--- src/sv/mmb_pkg.sv ---
// Shared types and constants for the dense layer block.
package mmb_pkg;

    // Field widths of the command and result beats
    localparam int CMD_W     = 2;
    localparam int IDX_W     = 6;
    localparam int ELEM_W    = 16;
    localparam int BIAS_W    = 32;
    localparam int OUT_ROW_W = 4;
    localparam int RES_W     = 32;
    localparam int PROD_W    = 2 * ELEM_W;
    localparam int ACC_W     = 48;

    // Configuration register widths and APB port sizes
    localparam int ROWS_CFG_W = 5;
    localparam int DIM_CFG_W  = 7;
    localparam int APB_AW     = 4;
    localparam int APB_DW     = 32;

    // Command codes
    localparam logic [CMD_W-1:0] CMD_LOAD_INPUT  = 2'd0;
    localparam logic [CMD_W-1:0] CMD_LOAD_WEIGHT = 2'd1;
    localparam logic [CMD_W-1:0] CMD_LOAD_BIAS   = 2'd2;
    localparam logic [CMD_W-1:0] CMD_COMPUTE     = 2'd3;

    // Register indexes (byte address 4*index)
    localparam logic [1:0] REG_ROW_COUNT   = 2'd0;
    localparam logic [1:0] REG_IN_WIDTH    = 2'd1;
    localparam logic [1:0] REG_OUT_WIDTH   = 2'd2;
    localparam logic [1:0] REG_BIAS_ENABLE = 2'd3;

    // Result status codes
    localparam logic STATUS_OK    = 1'b0;
    localparam logic STATUS_RANGE = 1'b1;

    typedef struct packed {
        logic [ROWS_CFG_W-1:0] row_count;
        logic [DIM_CFG_W-1:0]  in_width;
        logic [DIM_CFG_W-1:0]  out_width;
        logic                  bias_enable;
    } cfg_t;

    typedef enum logic [1:0] {
        ST_IDLE,
        ST_ISSUE,
        ST_DRAIN,
        ST_ERROR
    } state_t;

    // Controller to datapath
    typedef struct packed {
        logic wr_input;
        logic wr_weight;
        logic wr_bias;
        logic issue;
        logic issue_first;
        logic issue_last;
        logic result_load;
        logic result_last;
        logic err_load;
    } ctrl_cmd_t;

    // Datapath to controller
    typedef struct packed {
        logic acc_ready;
        logic out_free;
    } dp_status_t;

endpackage

--- src/sv/mmb_ctrl.sv ---
// Sequencer for loads and the column-by-column MAC schedule.
module mmb_ctrl
    import mmb_pkg::*;
#(
    parameter int MAX_ROWS = 16,
    parameter int MAX_IN   = 64,
    parameter int MAX_OUT  = 64,
    parameter int K_W      = (MAX_IN > 1) ? $clog2(MAX_IN) : 1
) (
    input  logic             clk,
    input  logic             rst_n,
    input  cfg_t             cfg,
    input  logic             in_valid,
    output logic             in_ready,
    input  logic [CMD_W-1:0] in_command,
    input  logic [IDX_W-1:0] in_row,
    input  dp_status_t       sts,
    output ctrl_cmd_t        cmd,
    output logic [K_W-1:0]   k,
    output logic [IDX_W-1:0] j,
    output logic [IDX_W-1:0] row
);

    state_t                state_reg, state_next;
    logic [K_W-1:0]        k_reg, k_next;
    logic [IDX_W-1:0]      j_reg, j_next;
    logic [IDX_W-1:0]      row_reg, row_next;
    logic [ROWS_CFG_W-1:0] nrows;
    logic [DIM_CFG_W-1:0]  nin_m1;
    logic [IDX_W-1:0]      nout_m1;
    logic                  accept;
    logic                  row_ok;
    logic                  k_last;
    logic                  j_last;

    // Effective dimensions, clamped to 1..max
    always_comb
    begin
        if (cfg.row_count == '0)
            nrows = ROWS_CFG_W'(1);
        else if (32'(cfg.row_count) > MAX_ROWS)
            nrows = ROWS_CFG_W'(MAX_ROWS);
        else
            nrows = cfg.row_count;

        if (cfg.in_width == '0)
            nin_m1 = '0;
        else if (32'(cfg.in_width) > MAX_IN)
            nin_m1 = DIM_CFG_W'(MAX_IN - 1);
        else
            nin_m1 = cfg.in_width - DIM_CFG_W'(1);

        if (cfg.out_width == '0)
            nout_m1 = '0;
        else if (32'(cfg.out_width) > MAX_OUT)
            nout_m1 = IDX_W'(MAX_OUT - 1);
        else
            nout_m1 = IDX_W'(cfg.out_width - DIM_CFG_W'(1));
    end

    assign in_ready = (state_reg == ST_IDLE);
    assign accept   = in_valid && in_ready;
    assign row_ok   = (32'(in_row) < 32'(nrows));
    assign k_last   = (32'(k_reg) == 32'(nin_m1));
    assign j_last   = (j_reg == nout_m1);

    // Next state
    always_comb
    begin
        state_next = state_reg;
        case (state_reg)
            ST_IDLE:
            begin
                if (accept && in_command == CMD_COMPUTE)
                    state_next = row_ok ? ST_ISSUE : ST_ERROR;
            end
            ST_ISSUE:
            begin
                if (k_last)
                    state_next = ST_DRAIN;
            end
            ST_DRAIN:
            begin
                if (sts.acc_ready && sts.out_free)
                    state_next = j_last ? ST_IDLE : ST_ISSUE;
            end
            ST_ERROR:
            begin
                if (sts.out_free)
                    state_next = ST_IDLE;
            end
            default:
            begin
                state_next = ST_IDLE;
            end
        endcase
    end

    // Commands to the datapath
    always_comb
    begin
        cmd = '0;
        case (state_reg)
            ST_IDLE:
            begin
                cmd.wr_input  = accept && (in_command == CMD_LOAD_INPUT);
                cmd.wr_weight = accept && (in_command == CMD_LOAD_WEIGHT);
                cmd.wr_bias   = accept && (in_command == CMD_LOAD_BIAS);
            end
            ST_ISSUE:
            begin
                cmd.issue       = 1'b1;
                cmd.issue_first = (k_reg == '0);
                cmd.issue_last  = k_last;
            end
            ST_DRAIN:
            begin
                cmd.result_load = sts.acc_ready && sts.out_free;
                cmd.result_last = j_last;
            end
            ST_ERROR:
            begin
                cmd.err_load = sts.out_free;
            end
            default:
            begin
                cmd = '0;
            end
        endcase
    end

    // Row latch and k/j counters
    always_comb
    begin
        k_next   = k_reg;
        j_next   = j_reg;
        row_next = row_reg;
        if (state_reg == ST_IDLE && accept && in_command == CMD_COMPUTE)
        begin
            row_next = in_row;
            k_next   = '0;
            j_next   = '0;
        end
        else if (state_reg == ST_ISSUE && !k_last)
        begin
            k_next = k_reg + K_W'(1);
        end
        else if (cmd.result_load)
        begin
            k_next = '0;
            j_next = j_reg + IDX_W'(1);
        end
    end

    always_ff @(posedge clk or negedge rst_n)
    begin
        if (!rst_n)
        begin
            state_reg <= ST_IDLE;
            k_reg     <= '0;
            j_reg     <= '0;
            row_reg   <= '0;
        end
        else
        begin
            state_reg <= state_next;
            k_reg     <= k_next;
            j_reg     <= j_next;
            row_reg   <= row_next;
        end
    end

    assign k   = k_reg;
    assign j   = j_reg;
    assign row = row_reg;

endmodule

--- config.mk ---
export PLATFORM = sky130hd
export DESIGN_NAME = mmb_ctrl
export DESIGN_NICKNAME = d
export VERILOG_FILES = /design/src/sv/mmb_pkg.sv /design/src/sv/mmb_ctrl.sv
export SDC_FILE = /design/constraint.sdc
export NUM_CORES = 1
export LEC_CHECK = 0
export BUFFER_PORTS_ARGS = -buffer_cell sky130_fd_sc_hd__buf_2
export CORE_ASPECT_RATIO = 0.7
export CORE_MARGIN = 4
export CORE_UTILIZATION = 43
export CTS_BUF_LIST = sky130_fd_sc_hd__clkbuf_4 sky130_fd_sc_hd__clkbuf_8
export DETAILED_ROUTE_END_ITERATION = 10
export GPL_TIMING_DRIVEN = 0
export PLACE_DENSITY = 0.77
export SLEW_MARGIN = 20
export SYNTH_ARGS = -nofsm -noshare
export SYNTH_HDL_FRONTEND = slang
export SYNTH_SLANG_ARGS = --single-unit
--- constraint.sdc ---
create_clock -name clk -period 2.7 [get_ports clk]
set_input_delay 0.27 -clock clk [delete_from_list [all_inputs] [get_ports clk]]
set_output_delay 0.27 -clock clk [all_outputs]
set_load 0.03 [all_outputs]
==> qor.csv <==
stage,metric,value,unit
setup_path,startpoint_type,primary input,
global_routing,grt_pass1_wl,8.59,mm
yosys,synth_area,1940,µm²
floorplanning,rows,20,
layout,drive_gt1_share,29.4,%
cts,root_buffer,clkbuf_8,
sta,period_needed,2610,ps
power,p_sw,0.000908,W
global_routing,grt_pass1_vias,1857,
setup_path,cp_num_buf_inv,3,
yosys,syn_nets,289,
placed_design,port_buffers,57,
layout,nFillCells,385,
yosys,synth_top_area_share,25.9,%
yosys,postSynthRegisterBits,20,
floorplanning,io_pins,61,
sta,drv_slew,0,
yosys,ys_async_sr_fraction,100,%
routing,drc,0,
global_routing,grt-ovfl-total,0,
power,seq_power_share,28.5,%
flow_run,cap_violations,0,
setup_path,worst_path_most_repeated_cell,buf_4,
routing,vias_per_cell,5.41,
cts,cts.htree.levels,1,
cts,cts_buffer_depth,2,
routing,wl_per_cell,13.6,µm
cts,insertion_delay,260,ps
placed_design,dp_hpwl,3.90,mm
layout,antenna_cells,0,
floorplanning,design.core.area,4350,µm²
cts,cts_buffers,3,
cts,clock_sinks,20,
setup_path,crit_path_max_incr_delay,400,ps
yosys,syn_inst,245,
power,pwr-share-comb,59.0,%
routing,wirelength,4.94,mm
floorplanning,initial_core_util,44.5,%
setup_path,reg2reg_slack,300,ps
yosys,synth_ff_type,dfrtp_1,
power,power.density,757,nW/µm²
setup_path,path_class,in -> out,
yosys,synth_seq_area_share,25.9,%
yosys,synth_edf_count,0,
sta,holdWs,210,ps
sta,finalCritPeriodShare,96.8,%
min_path,hold_path_class,in -> reg,
sta,hold_viol_final,0,
floorplanning,die_area,5660,µm²
global_routing,antenna_found_initial,0,
yosys,synth.largest_area_cell,dfrtp_1,
power,switching_share,49.5,%
yosys,yosysMostFrequentCell,nand2_1,
sta,clock.fmax,383,MHz
global_routing,grt_usage,18.6,%
yosys,synth_common_cells,"39 x nand2_1, 23 x nor2_1, 20 x dfrtp_1, 16 x inv_1, 11 x ha_1",
cts,cts_tree,done,
yosys,synth_cell_type_count,60,
layout,fin_area,2420,µm²
routing,dr.first_iter.drc_count,156,
layout,area_delta_synth_final,25.0,%
sta,skew,5.18,ps
yosys,synth.avg_cell_area,7.90,µm²
setup_path,end_kind,output pin,
routing,ant_nets,0,
yosys,synth_top_cells_by_area,"dfrtp_1 26%, nand2_1 7.6%, ha_1 7.1%",
placed_design,placed_cell_area,2300,µm²
layout,nNetsFinal,354,
placed_design,place.gp.congestion,0.890,
setup_path,crit_path_cell_trace,buf_4 -> inv_4 -> ha_4 -> or3b_4 -> mux2i_1 -> a311o_1 -> a2111oi_4 -> nand3_2 -> nor2_4 -> buf_4,
setup_path,worstPathMaxFanout,12,
sta,finalSetupViolCount,0,
status,status,completed,
setup_path,crit_slowest_cell,or3b_4,
sta,worst_pin_slew,437,ps
floorplanning,fp.dieH,64.1,µm
power,intPower,0.000924,W
power,p_clk_share,12.5,%
global_routing,grt_max_degree,21,
setup_path,crit_arrival,2340,ps
setup_path,crit_family,compound AO/OA/AOI/OAI gates,
setup_path,cp.required,2430,ps
floorplanning,die_w,88.2,µm
yosys,yosysWarnings,0,
power,ir_drop,0.556,mV
sta,relSlewSlack,70.4,%
cts,clkSlewWorstSetupHoldPaths,70,ps
power,p_leak,1.18,nW
routing,vias,1971,
routing,dr.pass1.iters,4,
## worst paths after layout
path,endpoint,depth (start not counted),start
min in group asynchronous,row[3],2,rst_n
max,cmd[3],10,cfg[8]
min,row[0],3,in_row[0]
min reg2reg,row[4],2,row[4]
max in group asynchronous,j[3],2,rst_n
max reg2reg,state_reg[0],9,k[4]
## layer usage
layer | track usage [%] | vias up | share of wire (%)
li1 | - | 1011 | -
met1 | 28.3 | 899 | 50
met2 | 27.2 | 57 | 43
met3 | 3.74 | 4 | 6.8
met4 | 3.21 | 0 | 0.75
met5 | 0 | - | 0
## kinds of logic (layout without fill, tap and decap cells)
logic type,Yosys count,after routing,share of synthesized area (%)
DFF,20,20,25.9
buffers and inverters,27,91,7.11
muxes,5,5,2.71
adders and majority gates,12,12,7.63
AOI/OAI and AO/OA,49,49,19.4
xor gates and xnor gates,14,14,6.33
and+or+nand+nor,118,118,31.0
## worst min-delay path, delay by kind of cell
family,cells,cell delay (ps)
buf+inv,1,90
simple gates,2,90
## layout make-up
type                            count  area (µm²)  share of cell area (%)
Timing Repair Buffer               61         323                    13.3
Inverter                           16        62.6                    2.59
Multi-Input combinational cell    198        1340                    55.2
Clock buffer                        4        55.1                    2.28
Tap cell                           55        68.8                    2.85
Buffer                             10        73.8                    3.05
Sequential cell                    20         500                    20.7
## what timing repair did
| item | 4_1_cts | 5_1_grt |
|---|---|---|
| gates resized for setup | 3 | 10 |
| setup buffers | 1 | 2 |
| hold buffers | 1 | 0 |
| endpoints found under the setup margin | 5 | 2 |
| endpoints found under the hold margin | 20 | 0 |
| pin swaps | 2 | 3 |
## power groups by stage
stage          sequential, W  combinational [W]  clock, W
2_1_floorplan       0.000698           0.000593         0
3_3_place_gp        0.000523            0.00105         0
3_5_place_dp        0.000523            0.00106         0
4_1_cts             0.000520            0.00107  0.000236
5_1_grt             0.000541            0.00119  0.000252
6_report            0.000522            0.00108  0.000229
## placed cells by master, fill, tap and decap left out, types with 3 or more instances in the layout
cell,instances
a21o_1,3
a21oi_1,7
a31oi_1,4
and3_1,4
buf_2,57
buf_4,7
clkbuf_1,3
clkbuf_8,4
dfrtp_1,20
ha_1,10
inv_1,14
mux2i_1,3
nand2_1,39
nand2b_1,4
nand3_1,9
nand4_1,5
nor2_1,22
nor3_1,8
nor4_1,5
o21ai_0,10
or3_1,3
xnor2_1,8
xor2_1,6
## stage by stage
step	setup slack, ps	instances	power (W)	utilization (%)	TNS [ps]
after floorplan	21.7	245	0.00129	-	0
after global placement	-439	357	0.00157	52.8	-2380
after detailed placement	-511	357	0.00159	52.8	-2890
after CTS	16.2	362	0.00183	54.6	0
after global routing	-4.75	364	0.00199	55.5	-4.75
final	87.0	364	0.00183	55.5	0
Note: power is estimated with default switching activity, not from simulation.
